[config.mk]
export PLATFORM = sky130hd
export DESIGN_NAME = psg_tone_noise_generator_flat
export DESIGN_NICKNAME = d
export VERILOG_FILES = /design/src/hw/rtl/psg_pkg.sv /design/src/hw/rtl/psg_in_if.sv /design/src/hw/rtl/psg_out_if.sv /design/src/hw/rtl/psg_regs.sv /design/src/hw/rtl/psg_tone.sv /design/src/hw/rtl/psg_noise.sv /design/src/hw/rtl/psg_tone_noise_generator.sv /design/src/flat_wrapper.sv
export VERILOG_INCLUDE_DIRS = /design/src /design/src/hw/rtl
export SDC_FILE = /design/constraint.sdc
export NUM_CORES = 1
export LEC_CHECK = 0
export BUFFER_PORTS_ARGS = -buffer_cell sky130_fd_sc_hd__buf_2
export CAP_MARGIN = 20
export CORE_ASPECT_RATIO = 0.9
export CORE_MARGIN = 4
export CORE_UTILIZATION = 60
export CTS_CLUSTER_SIZE = 10
export DETAILED_ROUTE_END_ITERATION = 10
export HOLD_SLACK_MARGIN = 0.08
export PLACE_DENSITY = 0.81
export REMOVE_ABC_BUFFERS = 1
export SETUP_SLACK_MARGIN = 0.3
export SLEW_MARGIN = 20
export SYNTH_ARGS = -nofsm -noshare
export SYNTH_HDL_FRONTEND = slang
export SYNTH_SLANG_ARGS = --single-unit
[constraint.sdc]
create_clock -name clk_i -period 6.2 [get_ports clk_i]
set_input_delay 1.24 -clock clk_i [delete_from_list [all_inputs] [get_ports clk_i]]
set_output_delay 1.24 -clock clk_i [all_outputs]
set_load 0.05 [all_outputs]
[src/hw/rtl/psg_tone_noise_generator_assert.svh]
// ----------------------------------------------------------------------------
// PSG assertion macros
// Concurrent assertion helpers shared by the tone/noise generator modules.
// ----------------------------------------------------------------------------
`ifndef PSG_TONE_NOISE_GENERATOR_ASSERT_SVH
`define PSG_TONE_NOISE_GENERATOR_ASSERT_SVH

// Checked on every clock edge outside reset.
`define PSG_ASSERT(lbl, prop, msg) \
  lbl: assert property (@(posedge clk_i) disable iff (!rst_ni) prop) else $error(msg);

// Checked on every clock edge, reset included.
`define PSG_ASSERT_ALWAYS(lbl, prop, msg) \
  lbl: assert property (@(posedge clk_i) prop) else $error(msg);

`endif

[src/hw/rtl/psg_pkg.sv]
// ----------------------------------------------------------------------------
// PSG package
// Widths, register codes and shared types of the tone/noise generator.
// ----------------------------------------------------------------------------
package psg_pkg;

  localparam int NumChan = 4;
  localparam int NumTone = 3;
  localparam int PeriodW = 10;
  localparam int AttenW  = 4;
  localparam int CountW  = 14;
  localparam int LfsrW   = 16;

  // Byte write decode
  localparam logic [7:0] WritePort = 8'h7F;
  localparam int         LatchBit  = 7;
  localparam int         TypeBit   = 4;

  // Noise control word (period register of the noise channel)
  localparam int         WhiteBit  = 2;
  localparam logic [1:0] RateTone2 = 2'b11;

  typedef enum logic {
    OpTick  = 1'b0,
    OpWrite = 1'b1
  } op_e;

  typedef logic [PeriodW-1:0] period_t;
  typedef logic [AttenW-1:0]  atten_t;
  typedef logic [CountW-1:0]  count_t;

  // Noise base step is 256 ticks, doubled per rate code
  localparam count_t NoiseBase = count_t'(256);

  // One byte write handed to the register file
  typedef struct packed {
    logic       en;
    logic [7:0] port;
    logic [7:0] data;
  } wr_req_t;

endpackage

[src/hw/rtl/psg_in_if.sv]
// ----------------------------------------------------------------------------
// PSG input channel
// Valid/ready channel carrying one tick or byte-write beat.
// ----------------------------------------------------------------------------
interface psg_in_if;
  logic       valid;
  logic       ready;
  logic       operation;
  logic [7:0] port_address;
  logic [7:0] write_byte;

  modport source (output valid, output operation, output port_address,
                  output write_byte, input ready);
  modport sink   (input valid, input operation, input port_address,
                  input write_byte, output ready);
endinterface

[src/hw/rtl/psg_out_if.sv]
// ----------------------------------------------------------------------------
// PSG output channel
// Valid/ready channel carrying the phases and attenuations of all channels.
// ----------------------------------------------------------------------------
interface psg_out_if;
  logic       valid;
  logic       ready;
  logic       tone0_phase;
  logic       tone1_phase;
  logic       tone2_phase;
  logic       noise_phase;
  logic [3:0] tone0_atten;
  logic [3:0] tone1_atten;
  logic [3:0] tone2_atten;
  logic [3:0] noise_atten;

  modport source (output valid, output tone0_phase, output tone1_phase,
                  output tone2_phase, output noise_phase, output tone0_atten,
                  output tone1_atten, output tone2_atten, output noise_atten,
                  input ready);
  modport sink   (input valid, input tone0_phase, input tone1_phase,
                  input tone2_phase, input noise_phase, input tone0_atten,
                  input tone1_atten, input tone2_atten, input noise_atten,
                  output ready);
endinterface

[src/hw/rtl/psg_regs.sv]
// ----------------------------------------------------------------------------
// PSG register file
// Latch/data byte decode, period and attenuation registers.
// ----------------------------------------------------------------------------
module psg_regs (
  input  logic              clk_i,
  input  logic              rst_ni,
  input  psg_pkg::wr_req_t  wr_i,
  output psg_pkg::period_t  period_o [psg_pkg::NumChan],
  output psg_pkg::atten_t   atten_o  [psg_pkg::NumChan]
);
  import psg_pkg::*;

  period_t    period_q [NumChan];
  period_t    period_d [NumChan];
  atten_t     atten_q  [NumChan];
  atten_t     atten_d  [NumChan];
  logic [7:0] latch_q, latch_d;
  logic [1:0] ch;
  logic       on_port;

  // Byte decode
  always_comb begin
    period_d = period_q;
    atten_d  = atten_q;
    latch_d  = latch_q;
    on_port  = (wr_i.port == WritePort);
    ch       = wr_i.data[6:5];
    if (wr_i.en) begin
      if (wr_i.data[LatchBit]) begin
        // latch byte: low nibble of period or attenuation
        if (on_port) begin
          if (!wr_i.data[TypeBit]) begin
            period_d[ch][3:0] = wr_i.data[3:0];
          end else begin
            atten_d[ch] = wr_i.data[3:0];
          end
        end
        latch_d = wr_i.data;
      end else begin
        // data byte: upper six period bits of the latched channel
        ch = latch_q[6:5];
        if (on_port && !latch_q[TypeBit]) begin
          period_d[ch][9:4] = wr_i.data[5:0];
        end
      end
    end
  end

  always_ff @(posedge clk_i or negedge rst_ni) begin
    if (!rst_ni) begin
      for (int i = 0; i < NumChan; i++) begin
        period_q[i] <= '0;
        atten_q[i]  <= '0;
      end
      latch_q <= '0;
    end else begin
      period_q <= period_d;
      atten_q  <= atten_d;
      latch_q  <= latch_d;
    end
  end

  assign period_o = period_q;
  assign atten_o  = atten_q;

endmodule

[src/hw/rtl/psg_tone.sv]
// ----------------------------------------------------------------------------
// PSG tone channel
// Tick counter and square-wave phase of one tone channel.
// ----------------------------------------------------------------------------
module psg_tone (
  input  logic             clk_i,
  input  logic             rst_ni,
  input  logic             tick_i,
  input  psg_pkg::period_t period_i,
  output logic             phase_o
);
  import psg_pkg::*;

  count_t count_q, count_d;
  count_t count_inc;
  logic   phase_q, phase_d;

  // Count up; wrap to zero and toggle at period*16
  always_comb begin
    count_inc = count_q + count_t'(1);
    count_d   = count_q;
    phase_d   = phase_q;
    if (tick_i) begin
      if (count_inc >= {period_i, 4'b0000}) begin
        count_d = '0;
        phase_d = ~phase_q;
      end else begin
        count_d = count_inc;
      end
    end
  end

  always_ff @(posedge clk_i or negedge rst_ni) begin
    if (!rst_ni) begin
      count_q <= '0;
      phase_q <= 1'b0;
    end else begin
      count_q <= count_d;
      phase_q <= phase_d;
    end
  end

  assign phase_o = phase_q;

endmodule

[src/hw/rtl/psg_noise.sv]
// ----------------------------------------------------------------------------
// PSG noise channel
// Rate counter and 16-bit white/periodic shift register.
// ----------------------------------------------------------------------------
module psg_noise (
  input  logic             clk_i,
  input  logic             rst_ni,
  input  logic             tick_i,
  input  psg_pkg::period_t ctrl_i,
  input  psg_pkg::period_t tone2_period_i,
  output logic             phase_o
);
  import psg_pkg::*;

  `include "psg_tone_noise_generator_assert.svh"

  count_t           count_q, count_d;
  count_t           count_inc;
  count_t           step;
  logic [LfsrW-1:0] lfsr_q, lfsr_d;
  logic             phase_q, phase_d;
  logic             shift;
  logic             fb;

  // Shift interval: fixed rate or borrowed from tone 2
  always_comb begin
    if (ctrl_i[1:0] == RateTone2) begin
      step = {tone2_period_i, 4'b0000};
    end else begin
      step = NoiseBase << ctrl_i[1:0];
    end
  end

  always_comb begin
    count_inc = count_q + count_t'(1);
    shift     = tick_i && (count_inc >= step);
    fb        = ctrl_i[WhiteBit] ? (lfsr_q[0] ^ lfsr_q[3]) : lfsr_q[0];
    count_d   = count_q;
    lfsr_d    = lfsr_q;
    phase_d   = phase_q;
    if (tick_i) begin
      count_d = shift ? (count_inc - step) : count_inc;
    end
    if (shift) begin
      phase_d = lfsr_q[0];
      lfsr_d  = {fb, lfsr_q[LfsrW-1:1]};
    end
  end

  always_ff @(posedge clk_i or negedge rst_ni) begin
    if (!rst_ni) begin
      count_q <= '0;
      lfsr_q  <= LfsrW'(1);
      phase_q <= 1'b0;
    end else begin
      count_q <= count_d;
      lfsr_q  <= lfsr_d;
      phase_q <= phase_d;
    end
  end

  assign phase_o = phase_q;

  `PSG_ASSERT(a_lfsr_nonzero, lfsr_q != '0, "noise LFSR reached all zeros")
  `PSG_ASSERT(a_shift_phase, shift |=> (phase_q == $past(lfsr_q[0])),
              "noise phase is not the bit shifted out")
  `PSG_ASSERT(a_idle_lfsr, !tick_i |=> $stable(lfsr_q), "noise LFSR moved without a tick")

endmodule

[src/hw/rtl/psg_tone_noise_generator.sv]
// ----------------------------------------------------------------------------
// PSG tone/noise generator
// Three square-wave tone channels and one LFSR noise channel driven by
// tick and byte-write beats.
// ----------------------------------------------------------------------------
// Takes one beat per clock cycle, sustained, while the result channel is not
// stalled. An accepted beat is held in the input stage register; when it
// advances, the channel counters, the noise shift register and the
// period/attenuation registers take its effect, and those registers are the
// result beat, registered together with its valid flag.
// The rate is set by the single stage of counter increment and compare
// between the stage register and the channel state. A stalled result holds
// the channel state; the input stage still takes one more beat meanwhile.
// ----------------------------------------------------------------------------
module psg_tone_noise_generator (
  input  logic             clk_i,
  input  logic             rst_ni,
  psg_in_if.sink           in_i,
  psg_out_if.source        out_o
);
  import psg_pkg::*;

  `include "psg_tone_noise_generator_assert.svh"

  logic       stg_valid_q, stg_valid_d;
  op_e        stg_op_q;
  logic [7:0] stg_port_q;
  logic [7:0] stg_data_q;
  logic       out_valid_q, out_valid_d;
  logic       stg_adv;
  logic       in_fire;
  logic       tick;
  wr_req_t    wr_req;
  period_t    period [NumChan];
  atten_t     atten  [NumChan];
  logic       phase  [NumChan];

  // Handshake: stage advances when the result slot is free or being drained
  assign stg_adv    = stg_valid_q && (!out_valid_q || out_o.ready);
  assign in_i.ready = !stg_valid_q || stg_adv;
  assign in_fire    = in_i.valid && in_i.ready;

  always_comb begin
    stg_valid_d = stg_valid_q;
    if (in_fire) begin
      stg_valid_d = 1'b1;
    end else if (stg_adv) begin
      stg_valid_d = 1'b0;
    end
    out_valid_d = out_valid_q;
    if (stg_adv) begin
      out_valid_d = 1'b1;
    end else if (out_o.ready) begin
      out_valid_d = 1'b0;
    end
  end

  always_ff @(posedge clk_i or negedge rst_ni) begin
    if (!rst_ni) begin
      stg_valid_q <= 1'b0;
      out_valid_q <= 1'b0;
    end else begin
      stg_valid_q <= stg_valid_d;
      out_valid_q <= out_valid_d;
    end
  end

  // Input stage payload
  always_ff @(posedge clk_i) begin
    if (in_fire) begin
      stg_op_q   <= op_e'(in_i.operation);
      stg_port_q <= in_i.port_address;
      stg_data_q <= in_i.write_byte;
    end
  end

  // Beat dispatch
  assign tick        = stg_adv && (stg_op_q == OpTick);
  assign wr_req.en   = stg_adv && (stg_op_q == OpWrite);
  assign wr_req.port = stg_port_q;
  assign wr_req.data = stg_data_q;

  psg_regs u_regs (
    .clk_i    (clk_i),
    .rst_ni   (rst_ni),
    .wr_i     (wr_req),
    .period_o (period),
    .atten_o  (atten)
  );

  for (genvar g = 0; g < NumTone; g++) begin : g_tone
    psg_tone u_tone (
      .clk_i    (clk_i),
      .rst_ni   (rst_ni),
      .tick_i   (tick),
      .period_i (period[g]),
      .phase_o  (phase[g])
    );
  end

  psg_noise u_noise (
    .clk_i          (clk_i),
    .rst_ni         (rst_ni),
    .tick_i         (tick),
    .ctrl_i         (period[NumChan-1]),
    .tone2_period_i (period[NumTone-1]),
    .phase_o        (phase[NumChan-1])
  );

  // Result beat straight from channel state
  assign out_o.valid       = out_valid_q;
  assign out_o.tone0_phase = phase[0];
  assign out_o.tone1_phase = phase[1];
  assign out_o.tone2_phase = phase[2];
  assign out_o.noise_phase = phase[3];
  assign out_o.tone0_atten = atten[0];
  assign out_o.tone1_atten = atten[1];
  assign out_o.tone2_atten = atten[2];
  assign out_o.noise_atten = atten[3];

  `PSG_ASSERT(a_stg_hold, (stg_valid_q && !stg_adv) |=> stg_valid_q,
              "input stage dropped a beat")
  `PSG_ASSERT(a_in_fill, in_fire |=> stg_valid_q, "accepted beat missing from stage")
  `PSG_ASSERT(a_adv_out, stg_adv |=> out_valid_q, "advanced beat produced no result")

endmodule

[src/flat_wrapper.sv]
// flat-port wrapper written by rule: the top's interface ports become plain ports
module psg_tone_noise_generator_flat import psg_pkg::*;
  (clk_i, rst_ni, in_i_valid, in_i_operation, in_i_port_address, in_i_write_byte, in_i_ready, out_o_valid, out_o_tone0_phase, out_o_tone1_phase, out_o_tone2_phase, out_o_noise_phase, out_o_tone0_atten, out_o_tone1_atten, out_o_tone2_atten, out_o_noise_atten, out_o_ready);
  psg_in_if in_i_i ();
  psg_out_if out_o_i ();
  input  logic clk_i;
  input  logic rst_ni;
  input wire logic [$bits(in_i_i.valid)-1:0] in_i_valid;
  input wire logic [$bits(in_i_i.operation)-1:0] in_i_operation;
  input wire logic [$bits(in_i_i.port_address)-1:0] in_i_port_address;
  input wire logic [$bits(in_i_i.write_byte)-1:0] in_i_write_byte;
  output wire logic [$bits(in_i_i.ready)-1:0] in_i_ready;
  output wire logic [$bits(out_o_i.valid)-1:0] out_o_valid;
  output wire logic [$bits(out_o_i.tone0_phase)-1:0] out_o_tone0_phase;
  output wire logic [$bits(out_o_i.tone1_phase)-1:0] out_o_tone1_phase;
  output wire logic [$bits(out_o_i.tone2_phase)-1:0] out_o_tone2_phase;
  output wire logic [$bits(out_o_i.noise_phase)-1:0] out_o_noise_phase;
  output wire logic [$bits(out_o_i.tone0_atten)-1:0] out_o_tone0_atten;
  output wire logic [$bits(out_o_i.tone1_atten)-1:0] out_o_tone1_atten;
  output wire logic [$bits(out_o_i.tone2_atten)-1:0] out_o_tone2_atten;
  output wire logic [$bits(out_o_i.noise_atten)-1:0] out_o_noise_atten;
  input wire logic [$bits(out_o_i.ready)-1:0] out_o_ready;
  assign in_i_i.valid = in_i_valid;
  assign in_i_i.operation = in_i_operation;
  assign in_i_i.port_address = in_i_port_address;
  assign in_i_i.write_byte = in_i_write_byte;
  assign in_i_ready = in_i_i.ready;
  assign out_o_valid = out_o_i.valid;
  assign out_o_tone0_phase = out_o_i.tone0_phase;
  assign out_o_tone1_phase = out_o_i.tone1_phase;
  assign out_o_tone2_phase = out_o_i.tone2_phase;
  assign out_o_noise_phase = out_o_i.noise_phase;
  assign out_o_tone0_atten = out_o_i.tone0_atten;
  assign out_o_tone1_atten = out_o_i.tone1_atten;
  assign out_o_tone2_atten = out_o_i.tone2_atten;
  assign out_o_noise_atten = out_o_i.noise_atten;
  assign out_o_i.ready = out_o_ready;
  psg_tone_noise_generator u_core (.clk_i(clk_i), .rst_ni(rst_ni), .in_i(in_i_i), .out_o(out_o_i));
endmodule
# ---- Word-level counts from Yosys, hierarchy flattened
# Index checks and enable logic that the tools add are counted.
dict set report word_totals {
  reg_bits 158
  latchBits 0
  mem_bits_rw 0
  mem_bits_ro 0
  inputBits 21
  output_inout_bits 22
  word_cells 93
  mem_count 0
}
dict set report classes {
  add_sub_neg 5
  mul 0
  div_mod_pow 0
  order_cmp 8
  eq_ne 4
  shift 1
  muxes 23
  n_bitwise 7
  reduce_logical 22
}
# cell count
set ops {}
lappend ops {{$mux W40} 4}
lappend ops {{$bwmux W40} 2}
lappend ops {{$mux W14} 5}
lappend ops {{$add A14 B1 Y14 const B} 4}
lappend ops {{$ge A14 B14 Y1} 4}
lappend ops {{$demux W10 S2} 2}
lappend ops {{$bwmux W16} 1}
lappend ops {{$shl A9 B2 Y14 const A} 1}
lappend ops {{$sub A14 B14 Y14} 1}
lappend ops {{$mux W10} 1}
lappend ops {{$demux W4 S2} 1}
lappend ops {{$eq A8 B7 Y1 const B} 1}
lappend ops {{$logic_and A1 B1 Y1} 8}
lappend ops {{$mux W4} 2}
lappend ops {{$reduce_and A2 Y1} 4}
lappend ops {{$reduce_and A4 Y1} 2}
lappend ops {{$ge A3 B3 Y1 const B} 2}
lappend ops {{$lt A3 B1 Y1 const B} 2}
lappend ops {{$not A2 Y3} 2}
lappend ops {{$reduce_bool A2 Y1} 3}
lappend ops {{$mux W1} 5}
lappend ops {{$ne A2 B2 Y1 const B} 2}
lappend ops {{$not A1 Y1} 4}
lappend ops {{$logic_not A1 Y1} 3}
lappend ops {{other kinds (3)} 4}

# ---- Depth between registers and ports, before layout
dict set report depth {
  depth_word 9
  ltp_mapped 17
  ltp_nobuf 16
}

# ---- Cells and area by module
# From an unflattened synthesis, not the netlist that was laid out.
dict set report unflattened {
  hier_cells 817
  area_unflattened_um2 9122.5
}
# mod n_inst cells_per_inst area_per_inst_um2 seq_area_each_um2
set by_module_without_submodules {}
lappend by_module_without_submodules {psg_tone 3 134 1208.7 375.4}
lappend by_module_without_submodules {psg_regs 1 157 2620.0 1476.4}
lappend by_module_without_submodules {psg_noise 1 231 2248.4 777.0}
lappend by_module_without_submodules {psg_tone_noise_generator 1 27 628.1 560.5}

# ---- Least setup slack after synthesis
# No wires, ideal clock.
dict set report synth_path {
  path_type {register to register}
  startpoint {register u_core.g_tone[2].u_tone.count_q[0]}
  endpoint {register u_core.g_tone[2].u_tone.count_q[5]}
  setup_ns 0.110
  arrival_time_ns 3.225
  required_time_ns 6.090
  setup_slack_ns 2.865
  stages_incl_launch_ff 16
  n_path_buf 1
  period_less_slack_ns 3.335
  path_cell_list {dfrtp_1 -> ha_1 -> and3_1 -> and3_1 -> nand3_1 -> nor2_1 -> xor2_1 -> ha_1 -> a21o_1 -> a21oi_1 -> o21ai_0 -> and3_1 -> a221o_1 -> or2_0 -> clkbuf_1 -> o41ai_1}
}
dict set report synth_between {
  elab_chain_len 3
}
# item line
set synth_rtl {}
lappend synth_rtl {{start: declaration} psg_tone.sv:14} ;# count_t count_q, count_d;
lappend synth_rtl {{start signal: assignment} psg_tone.sv:38} ;# count_q <= count_d;
lappend synth_rtl {{$add A14 B1 Y14 *} psg_tone.sv:20} ;# count_inc = count_q + count_t'(1);
lappend synth_rtl {{$ge A14 B14 Y1} psg_tone.sv:24} ;# if (count_inc >= {period_i, 4'b0000}) begin
lappend synth_rtl {{$mux W14 *} psg_tone.sv:24}
# Mark *: on every way between the ends. The rest lies on a longest branch, timed or not.
# A chain may end at the register's enable or synchronous reset.

# ---- Final worst setup path
dict set report layout_path {
  startpoint {register u_core.u_noise.count_q[2]}
  endpoint {register u_core.u_noise.lfsr_q[3]}
}
dict set report layout_between {
  elab_chain_len 3
}
# item line
set layout_rtl {}
lappend layout_rtl {{start: declaration} psg_noise.sv:17} ;# count_t count_q, count_d;
lappend layout_rtl {{start signal: assignment} psg_noise.sv:56} ;# count_q <= count_d;
lappend layout_rtl {{$add A14 B1 Y14} psg_noise.sv:35} ;# count_inc = count_q + count_t'(1);
lappend layout_rtl {{$ge A14 B14 Y1} psg_noise.sv:36} ;# shift = tick_i && (count_inc >= step);
lappend layout_rtl {{$logic_and A1 B1 Y1} psg_noise.sv:36}
lappend layout_rtl {{end signal: assignment} psg_noise.sv:53} ;# lfsr_q <= LfsrW'(1);
lappend layout_rtl {{end signal: assignment} psg_noise.sv:57} ;# lfsr_q <= lfsr_d;
lappend layout_rtl {{end: declaration} psg_noise.sv:20} ;# logic [LfsrW-1:0] lfsr_q, lfsr_d;
# Every way passes these cells.

==> results.py <==
metrics = {
    "clocking": {
        "cts_max_path_buffers": 2,
        "post_cts_buffers": 0,
        "ctsResizeCount": 0,
        "htreeDepth": 4,
        "tritoncts": "yes",
        "path_clk_slew_ns": 0.06,
        "clk_latency_ns": 0.43,
        "hold_buffers": 0,
        "clock_sinks": 147,
        "cts_inserted_buffers": 17,
        "root_buffer": "clkbuf_16",
    },
    "place": {
        "dpl_worst_slack_ns": 1.99,
        "io_buffers": 42,
        "place.gp.congestion": 0.862,
        "dpl.hpwl_um": 11500,
        "dp_cells": 947,
    },
    "setup_path": {
        "critPathKind": "flop to flop",
        "r2r_cells": 11,
        "endpoint_kind": "flop",
        "start_kind": "flop",
        "critPathArrivalTime_ns": 4.56,
        "reg2reg_slack_ns": 1.94,
        "cp.required_ns": 6.50,
        "timing.rr.start": "u_core.u_noise.count_q[2]",
        "r2r-end": "u_core.u_noise.lfsr_q[3]",
        "crit_fanout": 19,
        "startpoint": "u_core.u_noise.count_q[2]",
    },
    "die": {
        "core_area_sq_um": 12700,
        "die_h_um": 116,
        "fp-row-count": 39,
        "initial_utilization_pct": 61.3,
        "ios": 43,
        "die_x_um": 128,
        "die_area_sq_um": 14900,
    },
    "yosys": {
        "async_flop_share_pct": 88.4,
        "synth_area_sq_um": 7800,
        "yosysWarnings": 0,
        "yosysSeqAreaShare_pct": 48.2,
        "syn_inst": 769,
        "avgSynthCellArea_sq_um": 10.1,
        "synthFlopType": "dfrtp_1",
        "synth.distinct_cells": 60,
        "ys_ff_latch": 147,
        "synth_edf_count": 17,
    },
    "cells_and_area": {
        "diodes": 0,
        "stdcell_count": 979,
        "layout_common_cells": "129 x dfrtp_1, 120 x nand2_1, 83 x o21ai_0, 44 x ha_1, 41 x buf_2",
        "final_common_cell": "dfrtp_1",
        "fill_cells": 890,
        "nets": 867,
        "drive_gt1_share_pct": 17.1,
        "syn2layout_area_growth_pct": 11.8,
    },
    "grt": {
        "track_usage_pct": 24.5,
        "grt_pass1_wl_um": 29000,
        "grt_pass1_vias": 6009,
        "grt_max_degree": 85,
        "antenna_found_initial": 0,
        "grt_overflow": 0,
    },
    "drt": {
        "drc": 0,
        "ant_nets": 0,
        "vias_per_cell": 5.92,
        "wl_per_cell_um": 17.4,
        "routed_wl_um": 17000,
        "drt_iter0_drc": 438,
        "first_pass_iters": 7,
        "vias": 5791,
    },
    "sta": {
        "drv_slew": 0,
        "finalSetupViolations": 0,
        "whs_ns": 0.471,
        "rsz0062_at_grt": "false",
        "max_slew_margin_pct": 38.8,
        "setup_slack_ns": 1.94,
        "worst_pin_slew_ns": 0.918,
        "skew_ns": 0.0138,
        "fin_crit_sh_pct": 68.7,
        "fin_tns_setup_ns": 0,
        "period_needed_ns": 4.26,
        "fmax_ghz": 0.235,
        "hold_viol_final": 0,
    },
    "min_path": {
        "holdPathEnd": "u_core.g_tone[2].u_tone.phase_o",
        "worstHoldStart": "u_core.g_tone[2].u_tone.phase_o",
        "hp-class": "flop to flop",
        "min_path_cells": 1,
    },
    "status": {
        "outcome": "complete, no violations",
    },
    "pwr": {
        "power.density_nw_per_um2": 333,
        "power_mw": 2.90,
        "peakVddDrop_v": 0.000215,
        "power_leakage_nw": 4.20,
    },
    "flow_run": {
        "max_cap_violations": 0,
    },
}
-- cell families after synthesis --
kind of cell | count (synthesis) | share of synthesized area (%)
and+or+nand+nor | 258 | 16.0
xor gates and xnor gates | 59 | 6.81
AOI/OAI and AO/OA | 146 | 11.2
muxes | 48 | 7.21
DFF | 147 | 48.2
buffers and inverters | 66 | 3.38
adders and majority gates | 45 | 7.18
-- synthesized netlist by cell type, types with 7 or more instances --
library cell  number  share of area, %
nor3_1             7              0.45
dfrtp_1          129                41
edfxtp_1          17               6.5
nand4_1            8              0.64
xnor2_1           33               3.7
mux2_2            38               5.5
o21ai_0           83               5.3
nand2_1          120               5.8
mux2_4             7               1.3
inv_1             35               1.7
nor2_1            28               1.3
o31ai_1           11               1.1
clkbuf_1          28               1.3
ha_1              44               7.1
nand2b_1          12              0.96
and3_1            20               1.6
nor2b_1            7              0.56
a21oi_1           21               1.3
xor2_1            24               2.7
a21o_1             8              0.77
nand3_1           28               1.8
-- worst max-delay path, stage by stage, from the launching register on --
cell and delay (ns):
dfrtp_1 0.44, and4_1 0.27, and2_1 0.28, nand3_1 0.14, xnor2_1 0.23, ha_1 0.32, a21o_1 0.22, a21oi_1 0.23
o31ai_2 0.14, a211oi_4 0.64, nand2b_1 0.80, mux2_2 0.42
-- where the power goes --
group	internal, mW	switching (mW)	leakage, nW
Sequential	1.08	0.131	1.80
Clock	0.637	0.418	0.295
Combinational	0.269	0.371	2.10
Total	1.98	0.920	4.20
-- through the flow --
step           util, %  instance area, sq um
2_1_floorplan        -                  7670
3_3_place_gp      63.7                  8120
3_5_place_dp      63.7                  8120
4_1_cts           68.5                  8720
5_1_grt           68.5                  8730
6_report          68.5                  8730
-- per-layer routing --
layer / global-route usage, % / up-vias / share of wire [%]
met5: 0 / - / 0
met4: 10.5 / 0 / 2.6
met3: 5.17 / 40 / 4.2
met2: 42.0 / 156 / 51
met1: 30.5 / 2860 / 42
li1: - / 2735 / -
-- area by class of cell --
cell class / count / area [sq um] / area share, %
well taps: 164 / 205 / 2.35
clock inverters: 15 / 179 / 2.05
flip-flops and latches: 147 / 3760 / 43.1
multi-input cells: 556 / 3780 / 43.3
clock buffers: 17 / 425 / 4.87
inverters: 35 / 131 / 1.51
repair buffers: 45 / 239 / 2.74
-- how the worst max path moves through the flow --
stage / cells after the start / to
after CTS: 11 / u_core.u_noise.lfsr_q[7]
after floorplan: 5 / u_core.u_noise.lfsr_q[10]
final: 11 / u_core.u_noise.lfsr_q[3]
after detailed placement: 11 / u_core.u_noise.lfsr_q[7]
after global placement: 11 / u_core.u_noise.lfsr_q[5]
after global routing: 11 / u_core.u_noise.lfsr_q[3]
-- state kept, by name, summed over array words and instances (netlist names) --
register	count
u_core.g_tone.u_tone.count_q	42
u_core.u_regs.period_o	33
u_core.u_noise.lfsr_q	16
u_core.u_regs.atten_o	16
u_core.u_noise.count_q	14
u_core.stg_data_q	8
u_core.stg_port_q	8
u_core.g_tone.u_tone.phase_o	3
u_core.u_regs.latch_q	3
u_core.out_o.valid	1
u_core.stg_op_q	1
u_core.stg_valid_q	1
u_core.u_noise.phase_o	1
(Power assumes the default switching activity.)
